`src/rtl/core/c8ie_pkg.sv`:
```
package c8ie_pkg;

    // Fixed architecture sizes
    localparam int NUM_REGS = 16;
    localparam int MEM_SIZE = 4096;
    localparam int PC_W     = 12;
    localparam int REG_W    = 8;
    localparam int IDX_W    = 4;
    localparam int INS_W    = 16;
    localparam int OUT_W    = 40;

    localparam logic [PC_W-1:0]  C_RESET_PC = 12'h200;
    localparam logic [PC_W-1:0]  C_PC_STEP  = 12'd2;
    localparam logic [IDX_W-1:0] C_FLAG_REG = 4'hF;

    // Major opcode nibble
    localparam logic [3:0] C_OP_SYS  = 4'h0;
    localparam logic [3:0] C_OP_JP   = 4'h1;
    localparam logic [3:0] C_OP_CALL = 4'h2;
    localparam logic [3:0] C_OP_SE   = 4'h3;
    localparam logic [3:0] C_OP_SNE  = 4'h4;
    localparam logic [3:0] C_OP_SEXY = 4'h5;
    localparam logic [3:0] C_OP_LD   = 4'h6;
    localparam logic [3:0] C_OP_ADDI = 4'h7;
    localparam logic [3:0] C_OP_ALU  = 4'h8;

    // Register-register sub-op (low nibble of 8xyN)
    localparam logic [3:0] C_ALU_MOV = 4'h0;
    localparam logic [3:0] C_ALU_OR  = 4'h1;
    localparam logic [3:0] C_ALU_AND = 4'h2;
    localparam logic [3:0] C_ALU_XOR = 4'h3;
    localparam logic [3:0] C_ALU_ADD = 4'h4;

    // Whole-word system instructions
    localparam logic [INS_W-1:0] C_INS_CLS = 16'h00E0;
    localparam logic [INS_W-1:0] C_INS_RET = 16'h00EE;

    // Result beat, first member in the top bits
    typedef struct packed {
        logic [IDX_W-1:0] stack_pointer;
        logic             illegal_opcode;
        logic             skipped;
        logic             clear_display;
        logic             carry_flag;
        logic [REG_W-1:0] reg_write_value;
        logic [IDX_W-1:0] reg_write_index;
        logic             reg_write_enable;
        logic [PC_W-1:0]  next_pc;
    } t_result;

    // Controller to datapath
    typedef struct packed {
        logic load_ins;  // capture instruction, launch operand reads
        logic exec;      // commit instruction, capture result
        logic wr_vf;     // second write port cycle: carry into VF
        logic push_out;  // move result into output register
    } t_dp_cmd;

    // Datapath to controller
    typedef struct packed {
        logic need_vf;   // add with carry into a register other than VF
    } t_dp_sts;

endpackage

```
`src/rtl/core/c8ie_ctrl.sv`:
```
module c8ie_ctrl (
    input  logic               i_clk,
    input  logic               i_rst_n,
    input  logic               s_tvalid,
    output logic               s_tready,
    output logic               m_tvalid,
    input  logic               m_tready,
    output c8ie_pkg::t_dp_cmd  o_cmd,
    input  c8ie_pkg::t_dp_sts  i_sts
);
    import c8ie_pkg::*;

    typedef enum logic [1:0] {
        S_IDLE,
        S_EXEC,
        S_VF,
        S_OUT
    } t_state;

    t_state r_state;
    logic   r_m_tvalid;
    logic   out_free;

    assign out_free = !r_m_tvalid || m_tready;
    assign s_tready = (r_state == S_IDLE);
    assign m_tvalid = r_m_tvalid;

    // Commands decoded from state
    always_comb begin
        o_cmd          = '0;
        o_cmd.load_ins = (r_state == S_IDLE) && s_tvalid;
        o_cmd.exec     = (r_state == S_EXEC);
        o_cmd.wr_vf    = (r_state == S_VF);
        o_cmd.push_out = (r_state == S_OUT) && out_free;
    end

    // State and output valid
    always_ff @(posedge i_clk) begin
        if (!i_rst_n) begin
            r_state    <= S_IDLE;
            r_m_tvalid <= 1'b0;
        end else begin
            // new result loaded, or the held one taken
            if ((r_state == S_OUT) && out_free) begin
                r_m_tvalid <= 1'b1;
            end else if (r_m_tvalid && m_tready) begin
                r_m_tvalid <= 1'b0;
            end
            case (r_state)
                S_IDLE: begin
                    if (s_tvalid) begin
                        r_state <= S_EXEC;
                    end
                end
                S_EXEC: begin
                    r_state <= i_sts.need_vf ? S_VF : S_OUT;
                end
                S_VF: begin
                    r_state <= S_OUT;
                end
                S_OUT: begin
                    if (out_free) begin
                        r_state <= S_IDLE;
                    end
                end
                default: begin
                    r_state <= S_IDLE;
                end
            endcase
        end
    end

endmodule

```
`src/rtl/core/c8ie_datapath.sv`:
```
module c8ie_datapath #(
    parameter int STACK_DEPTH = 16
) (
    input  logic                             i_clk,
    input  logic                             i_rst_n,
    input  logic [c8ie_pkg::INS_W-1:0]       i_ins,
    input  logic                             i_cfg_wr_en,
    input  logic [c8ie_pkg::PC_W-1:0]        i_cfg_wr_data,
    input  c8ie_pkg::t_dp_cmd                i_cmd,
    output c8ie_pkg::t_dp_sts                o_sts,
    output logic [c8ie_pkg::OUT_W-1:0]       o_data
);
    import c8ie_pkg::*;

    localparam int SP_W = (STACK_DEPTH > 1) ? $clog2(STACK_DEPTH) : 1;
    localparam logic [SP_W-1:0] SP_LAST = SP_W'(STACK_DEPTH - 1);
    localparam int PAD_W = OUT_W - $bits(t_result);

    // Register file and return stack storage
    logic [REG_W-1:0] r_regs  [NUM_REGS];
    logic             r_reg_vld [NUM_REGS];
    logic [PC_W-1:0]  r_stack [STACK_DEPTH];
    logic             r_stk_vld [STACK_DEPTH];

    logic [INS_W-1:0] r_ins;
    logic [REG_W-1:0] r_vx_raw, r_vy_raw;
    logic             r_vx_ok, r_vy_ok;
    logic [PC_W-1:0]  r_stk_raw;
    logic             r_stk_ok;
    logic [PC_W-1:0]  r_pc;
    logic [SP_W-1:0]  r_sp;
    t_result          r_res;
    logic [OUT_W-1:0] r_out;

    // Instruction fields
    logic [3:0]       op, n;
    logic [IDX_W-1:0] x;
    logic [REG_W-1:0] kk;
    logic [PC_W-1:0]  nnn;
    logic [REG_W-1:0] vx, vy;
    logic [PC_W-1:0]  stk_top;
    logic [REG_W:0]   sum9;
    logic [PC_W-1:0]  pc_inc;
    logic [SP_W-1:0]  sp_inc, sp_dec;

    // Decode results
    logic             we, cls, skip, bad, carry, push, need_vf;
    logic [REG_W-1:0] wval;
    logic [PC_W-1:0]  n_pc;
    logic [SP_W-1:0]  n_sp;

    // Register file write port
    logic             rf_wr_en;
    logic [IDX_W-1:0] rf_wr_addr;
    logic [REG_W-1:0] rf_wr_data;

    assign op  = r_ins[15:12];
    assign x   = r_ins[11:8];
    assign n   = r_ins[3:0];
    assign kk  = r_ins[7:0];
    assign nnn = r_ins[11:0];

    assign vx      = r_vx_ok  ? r_vx_raw  : '0;
    assign vy      = r_vy_ok  ? r_vy_raw  : '0;
    assign stk_top = r_stk_ok ? r_stk_raw : '0;

    assign sum9   = {1'b0, vx} + {1'b0, vy};
    assign pc_inc = r_pc + C_PC_STEP;
    assign sp_inc = (r_sp == SP_LAST) ? '0 : r_sp + SP_W'(1);
    assign sp_dec = (r_sp == '0) ? SP_LAST : r_sp - SP_W'(1);

    // Instruction decode and execute
    always_comb begin
        we      = 1'b0;
        wval    = '0;
        carry   = 1'b0;
        cls     = 1'b0;
        skip    = 1'b0;
        bad     = 1'b0;
        push    = 1'b0;
        need_vf = 1'b0;
        n_pc    = pc_inc;
        n_sp    = r_sp;
        case (op)
            C_OP_SYS: begin
                if (r_ins == C_INS_CLS) begin
                    cls = 1'b1;
                end else if (r_ins == C_INS_RET) begin
                    n_pc = stk_top;
                    n_sp = sp_dec;
                end else begin
                    bad = 1'b1;
                end
            end
            C_OP_JP: begin
                n_pc = nnn;
            end
            C_OP_CALL: begin
                n_sp = sp_inc;
                push = 1'b1;
                n_pc = nnn;
            end
            C_OP_SE: begin
                skip = (vx == kk);
            end
            C_OP_SNE: begin
                skip = (vx != kk);
            end
            C_OP_SEXY: begin
                if (n != 4'h0) begin
                    bad = 1'b1;
                end else begin
                    skip = (vx == vy);
                end
            end
            C_OP_LD: begin
                we   = 1'b1;
                wval = kk;
            end
            C_OP_ADDI: begin
                we   = 1'b1;
                wval = vx + kk;
            end
            C_OP_ALU: begin
                case (n)
                    C_ALU_MOV: begin
                        we   = 1'b1;
                        wval = vy;
                    end
                    C_ALU_OR: begin
                        we   = 1'b1;
                        wval = vx | vy;
                    end
                    C_ALU_AND: begin
                        we   = 1'b1;
                        wval = vx & vy;
                    end
                    C_ALU_XOR: begin
                        we   = 1'b1;
                        wval = vx ^ vy;
                    end
                    C_ALU_ADD: begin
                        carry = sum9[REG_W];
                        we    = 1'b1;
                        // VF as destination ends up holding the carry
                        if (x == C_FLAG_REG) begin
                            wval = {{(REG_W-1){1'b0}}, carry};
                        end else begin
                            wval    = sum9[REG_W-1:0];
                            need_vf = 1'b1;
                        end
                    end
                    default: begin
                        bad = 1'b1;
                    end
                endcase
            end
            default: begin
                bad = 1'b1;
            end
        endcase
        if (skip) begin
            n_pc = pc_inc + C_PC_STEP;
        end
    end

    assign o_sts.need_vf = need_vf;

    // Single write port: Vx on execute, VF on the follow-up cycle
    assign rf_wr_en   = (i_cmd.exec && we) || i_cmd.wr_vf;
    assign rf_wr_addr = i_cmd.wr_vf ? C_FLAG_REG : x;
    assign rf_wr_data = i_cmd.wr_vf ? {{(REG_W-1){1'b0}}, r_res.carry_flag} : wval;

    // Register file array
    always_ff @(posedge i_clk) begin
        if (rf_wr_en) begin
            r_regs[rf_wr_addr] <= rf_wr_data;
        end
        if (i_cmd.load_ins) begin
            r_vx_raw <= r_regs[i_ins[11:8]];
            r_vy_raw <= r_regs[i_ins[7:4]];
        end
    end

    // Return stack array
    always_ff @(posedge i_clk) begin
        if (i_cmd.exec && push) begin
            r_stack[sp_inc] <= pc_inc;
        end
        if (i_cmd.load_ins) begin
            r_stk_raw <= r_stack[r_sp];
        end
    end

    // Valid bits, read qualifiers and architectural state
    always_ff @(posedge i_clk) begin
        if (!i_rst_n) begin
            for (int i = 0; i < NUM_REGS; i++) begin
                r_reg_vld[i] <= 1'b0;
            end
            for (int i = 0; i < STACK_DEPTH; i++) begin
                r_stk_vld[i] <= 1'b0;
            end
            r_pc     <= C_RESET_PC;
            r_sp     <= '0;
            r_vx_ok  <= 1'b0;
            r_vy_ok  <= 1'b0;
            r_stk_ok <= 1'b0;
        end else begin
            if (rf_wr_en) begin
                r_reg_vld[rf_wr_addr] <= 1'b1;
            end
            if (i_cmd.exec && push) begin
                r_stk_vld[sp_inc] <= 1'b1;
            end
            if (i_cmd.load_ins) begin
                r_vx_ok  <= r_reg_vld[i_ins[11:8]];
                r_vy_ok  <= r_reg_vld[i_ins[7:4]];
                r_stk_ok <= r_stk_vld[r_sp];
            end
            if (i_cfg_wr_en) begin
                r_pc <= i_cfg_wr_data;
            end else if (i_cmd.exec) begin
                r_pc <= n_pc;
            end
            if (i_cmd.exec) begin
                r_sp <= n_sp;
            end
        end
    end

    // Instruction, result and output payload
    always_ff @(posedge i_clk) begin
        if (i_cmd.load_ins) begin
            r_ins <= i_ins;
        end
        if (i_cmd.exec) begin
            r_res.next_pc          <= n_pc;
            r_res.reg_write_enable <= we;
            r_res.reg_write_index  <= we ? x : '0;
            r_res.reg_write_value  <= we ? wval : '0;
            r_res.carry_flag       <= carry;
            r_res.clear_display    <= cls;
            r_res.skipped          <= skip;
            r_res.illegal_opcode   <= bad;
            r_res.stack_pointer    <= IDX_W'(n_sp);
        end
        if (i_cmd.push_out) begin
            r_out <= {{PAD_W{1'b0}}, r_res};
        end
    end

    assign o_data = r_out;

endmodule

```
`src/rtl/core/chip8_instruction_execute.sv`:
```
// CHIP-8 instruction execute core. Each input beat is one 16-bit instruction word; each
// produces exactly one result beat with the new program counter, the general register
// write (if any), the VF carry, clear-screen, skip and illegal-opcode flags and the
// return stack pointer. An instruction's result is loaded into the output register after
// the execute state (and after the VF state for 8xy4 with x other than F, since the sum
// and the carry go through the register file's single write port one after the other);
// the next instruction is accepted on the cycle after that load, so the core takes no
// new instruction before the last result is loaded, and waits while the output
// register is still held by m_tready low. Writing the configuration register
// sets the start address and loads the program counter at once; reset loads 0x200.
// The register file and return stack clear through per-entry valid bits, so the core
// is ready right after reset.
module chip8_instruction_execute #(
    parameter int STACK_DEPTH = 16
) (
    input  logic                        i_clk,
    input  logic                        i_rst_n,
    // Configuration: start_address
    input  logic                        i_cfg_wr_en,
    input  logic [c8ie_pkg::PC_W-1:0]   i_cfg_wr_data,
    // Instruction stream
    input  logic                        s_tvalid,
    output logic                        s_tready,
    input  logic [c8ie_pkg::INS_W-1:0]  s_tdata,   // [15:0] instruction_word
    // Result stream
    output logic                        m_tvalid,
    input  logic                        m_tready,
    // [11:0] next_pc, [12] reg_write_enable, [16:13] reg_write_index,
    // [24:17] reg_write_value, [25] carry_flag, [26] clear_display,
    // [27] skipped, [28] illegal_opcode, [32:29] stack_pointer, [39:33] zero
    output logic [c8ie_pkg::OUT_W-1:0]  m_tdata
);
    import c8ie_pkg::*;

    t_dp_cmd cmd;
    t_dp_sts sts;

    c8ie_ctrl u_ctrl (
        .i_clk    (i_clk),
        .i_rst_n  (i_rst_n),
        .s_tvalid (s_tvalid),
        .s_tready (s_tready),
        .m_tvalid (m_tvalid),
        .m_tready (m_tready),
        .o_cmd    (cmd),
        .i_sts    (sts)
    );

    c8ie_datapath #(
        .STACK_DEPTH (STACK_DEPTH)
    ) u_datapath (
        .i_clk         (i_clk),
        .i_rst_n       (i_rst_n),
        .i_ins         (s_tdata),
        .i_cfg_wr_en   (i_cfg_wr_en),
        .i_cfg_wr_data (i_cfg_wr_data),
        .i_cmd         (cmd),
        .o_sts         (sts),
        .o_data        (m_tdata)
    );

endmodule
```
`config.mk`:
```
export PLATFORM = sky130hd
export DESIGN_NAME = chip8_instruction_execute
export DESIGN_NICKNAME = d
export VERILOG_FILES = /design/src/rtl/core/c8ie_pkg.sv /design/src/rtl/core/c8ie_ctrl.sv /design/src/rtl/core/c8ie_datapath.sv /design/src/rtl/core/chip8_instruction_execute.sv
export SDC_FILE = /design/constraint.sdc
export NUM_CORES = 1
export LEC_CHECK = 0
export BUFFER_PORTS_ARGS = -buffer_cell sky130_fd_sc_hd__buf_2
export CAP_MARGIN = 0
export CORE_UTILIZATION = 50
export CTS_CLUSTER_DIAMETER = 80
export DETAILED_ROUTE_END_ITERATION = 8
export PLACE_DENSITY = 0.7
export SLEW_MARGIN = 25
export SYNTH_ARGS = -nofsm -noshare
export SYNTH_HDL_FRONTEND = slang
export SYNTH_HIERARCHICAL = 1
export SYNTH_SLANG_ARGS = --single-unit
```
`constraint.sdc`:
```
create_clock -name i_clk -period 3.7 [get_ports i_clk]
set_clock_uncertainty 0.15 [all_clocks]
set_input_delay 0.74 -clock i_clk [delete_from_list [all_inputs] [get_ports i_clk]]
set_output_delay 0.74 -clock i_clk [all_outputs]
set_load 0.01 [all_outputs]
```
==> metrics.txt <==
max cap viols 0; final wirelength 52,100 um; Post-Synth Simple-Gate Area just over 6%; final critical-path share of the clock period roughly 95%; routed len/inst 25.2 um; # Post-CTS Setup Buffers 0; yosys synthesis warning count 6; vias in the first global route 12,603; Post-CTS Resized 0; final net count 1,514; total CTS buffers 48; Post-synth EDFFs 430; worst path required time 3790 ps; Rel. slew slack a little over half; post-synthesis compound-gate area fraction about 6.6%; area grow syn2layout 14.4%; gpl congestion 0.904; TNS Setup 0 ps; drt first pass iters 5; r2r startpoint u_datapath/r_vx_ok; maximum vdd drop around 0.36 mV; vias per inst 6.18; leading area contributor after synthesis edfxtp_1; Synth async-reset ratio 0%; Slew @ Worst Pin 675 ps; Synth Cell Area roughly 22,000 um^2; Min-Delay Startpoint s_tdata[3]; slowest cell delay on critical path approximately 420 ps; DRC viols 0; H-tree levels 2; # rows 75; CTS Root Cell clkbuf_16; final setup violation count 0; Seq cells post-synth between 400 and 500; Die Y-Extent 210 um; Synth area leaders edfxtp_1 (60%), mux4_2 (16%), dfxtp_1 (5.0%), ha_1 (1.6%), o21a_1 (1.2%); PD cells around 540 nW/um^2; most used flip-flop cell after synthesis edfxtp_1; Clock Path Buffers 3; layout cells sized above 1 27.5%; GR Overflow Total 0; RSZ-0062 raised after global routing no; # hold bufs at CTS 0; Netlist cell types 81; pre-CTS WS 219 ps; fill count 3,137; CP max FO 16; first-pass GRT wire length 78,100 um; status complete, no violations; cell leakage power ~8.5 nW; CP cell instances and2_1, inv_1, ha_1, ha_1, a41oi_1, o22ai_1, maj3_1, o22a_1, a41oi_1, o22a_1, o22ai_1, a22o_1; Cells after Synth 1,323; maximum clock frequency between 200 and 300 MHz; adder-cell share of the synthesized area around 1.9%; startpoint type of the worst setup path register; Iter 0 DRT Violations around 1,400; antenna violations before repair 0; number of diodes 0; post-synth top area share slightly below 60%; Final Max Slew Viols 0; mean post-synth cell area 16.4 um^2; register area share after synthesis around 65%; Reg clk slew, reported paths 60 ps; Ports 75; gr usage total 24.0%; mux cell area share after synthesis approximately 17%; dpl hpwl between 30,000 and 40,000 um; Die Footprint 44,200 um^2; Starting Density 51.2%; Crit Path Class reg2reg; Tmin final roughly 3500 ps; worst setup path start u_datapath/r_vx_ok; count of input and output buffers 67; CP arrival 3600 ps; largest net degree at the start of global routing 53; Final Hold Viols 0; vias roughly 13,000; Hold WC Path Type in2reg; TritonCTS clock tree built; fin worst setup slack 186 ps; crit path max-delay cell type a22o_1; Core Area 42,300 um^2; Worst-Skew Late Latency 590 ps; largest family of logic cells by synthesized area multiplexers; Sink Count 484; crit path capture type register; Final ANT Viol Nets 0; die width 210 um; post-synthesis xor/xnor area fraction 1.33%
sequential cells by signal (all words and copies together), names as in the netlist:
register              flops
u_datapath/r_stack      192
u_datapath/r_regs       128
u_datapath/o_data        33
u_datapath/r_res         33
u_datapath/r_ins         16
u_datapath/r_reg_vld     16
u_datapath/r_stk_vld     16
u_datapath/r_pc          12
u_datapath/r_stk_raw     12
u_datapath/r_vx_raw       8
u_datapath/r_vy_raw       8
u_datapath/r_sp           4
u_ctrl/r_state            2
u_ctrl/m_tvalid           1
u_datapath/r_stk_ok       1
u_datapath/r_vx_ok        1
u_datapath/r_vy_ok        1
power breakdown:
group	total, mW	switching [mW]	internal (mW)
sequential	6.67	0.240	6.43
clock	5.09	2.06	3.03
combinational	1.54	0.989	0.553
kinds of logic after synthesis:
family	after synthesis
flops	484
simple gates	268
compound gates	204
mux	169
buf+inv	131
fa+ha+maj	33
xor+xnor	33
other cells	1
layout by cell type, fill, tap and decap left out, drive strengths merged, types with 5 or more instances in the layout:
master and count:
xor2 11, o22ai 10, mux4 158, a22oi 13, edfxtp 430, bufinv 8
o31ai 5, a31oi 10, mux2i 10, xnor2 22, and2 23, a222oi 5
nor2 67, o21ai 31, inv 44, nand3 28, o21a 36, ha 28
a41o 6, clkinv 19, conb 7, clkinvlp 6, buf 161, nor2b 15
o211ai 10, dfxtp 54, nand2 71, nand4 7, nor3 21, clkbuf 56
a21oi 36
metal layers:
layer / up-vias / GRT usage [%] / routed length (um)
met5: - / 0 / 0
met4: 0 / 9.84 / 1790
met3: 103 / 4.81 / 4570
met2: 644 / 37.6 / 24400
met1: 6481 / 33.3 / 21300
li1: 5564 / - / -
cells in the mapped netlist, types with 6 or more instances:
| cell | count |
|---|---|
| edfxtp_1 | 430 |
| mux4_2 | 158 |
| nand2_1 | 70 |
| nor2_1 | 67 |
| clkbuf_1 | 58 |
| dfxtp_1 | 54 |
| inv_1 | 40 |
| a21oi_1 | 36 |
| o21a_1 | 36 |
| o21ai_0 | 31 |
| ha_1 | 28 |
| nand3_1 | 28 |
| and2_1 | 22 |
| xnor2_1 | 22 |
| nor3_1 | 21 |
| buf_1 | 17 |
| nor2b_1 | 15 |
| a22oi_1 | 13 |
| xor2_1 | 11 |
| a31oi_1 | 10 |
| mux2i_1 | 10 |
| o211ai_1 | 10 |
| o22ai_1 | 10 |
| buf_4 | 7 |
| nand4_1 | 7 |
| a41o_1 | 6 |
path summary, 6_finish.rpt:
| kind | endpoint | slack, ps | depth (start not counted) |
|---|---|---|---|
| worst max register to register | u_datapath/r_regs[10][0] | 190 | 12 |
| worst min-delay path | u_datapath/r_ins[3] | 200 | 1 |
| worst max-delay path | u_datapath/r_regs[10][0] | 190 | 12 |
| worst min register to register | u_datapath/o_data[26] | 270 | 0 |
worst max-delay path, delay by kind of cell, from the launching register on:
family	cells	cell delay, ps
AO/OA/AOI/OAI	7	1400
AND/OR/NAND/NOR	1	180
flip-flops	1	360
adder cells (fa/ha/maj)	3	1000
buffers and inverters	1	90
per-stage QoR:
step	instances	power [mW]	hold WS (ps)	instance area [um^2]	utilization, %
after CTS	2069	13.4	169	24800	58.6
after global placement	1979	8.26	253	23100	54.6
after global routing	2069	13.7	179	24800	58.6
final	2069	13.3	203	24800	58.6
after detailed placement	1979	8.30	255	23100	54.6
after floorplan	1329	7.68	250	21700	-
layout make-up:
class | count | area [um^2] | share of cell area [%]
flip-flops and latches | 484 | 14000 | 56.5
multi-input cells | 714 | 7160 | 28.9
clock buffers | 56 | 1270 | 5.14
repair buffers | 161 | 1080 | 4.35
well taps | 577 | 722 | 2.91
clock inverters | 34 | 387 | 1.56
inverters | 43 | 164 | 0.661
Note: power is estimated with default switching activity, not from simulation.
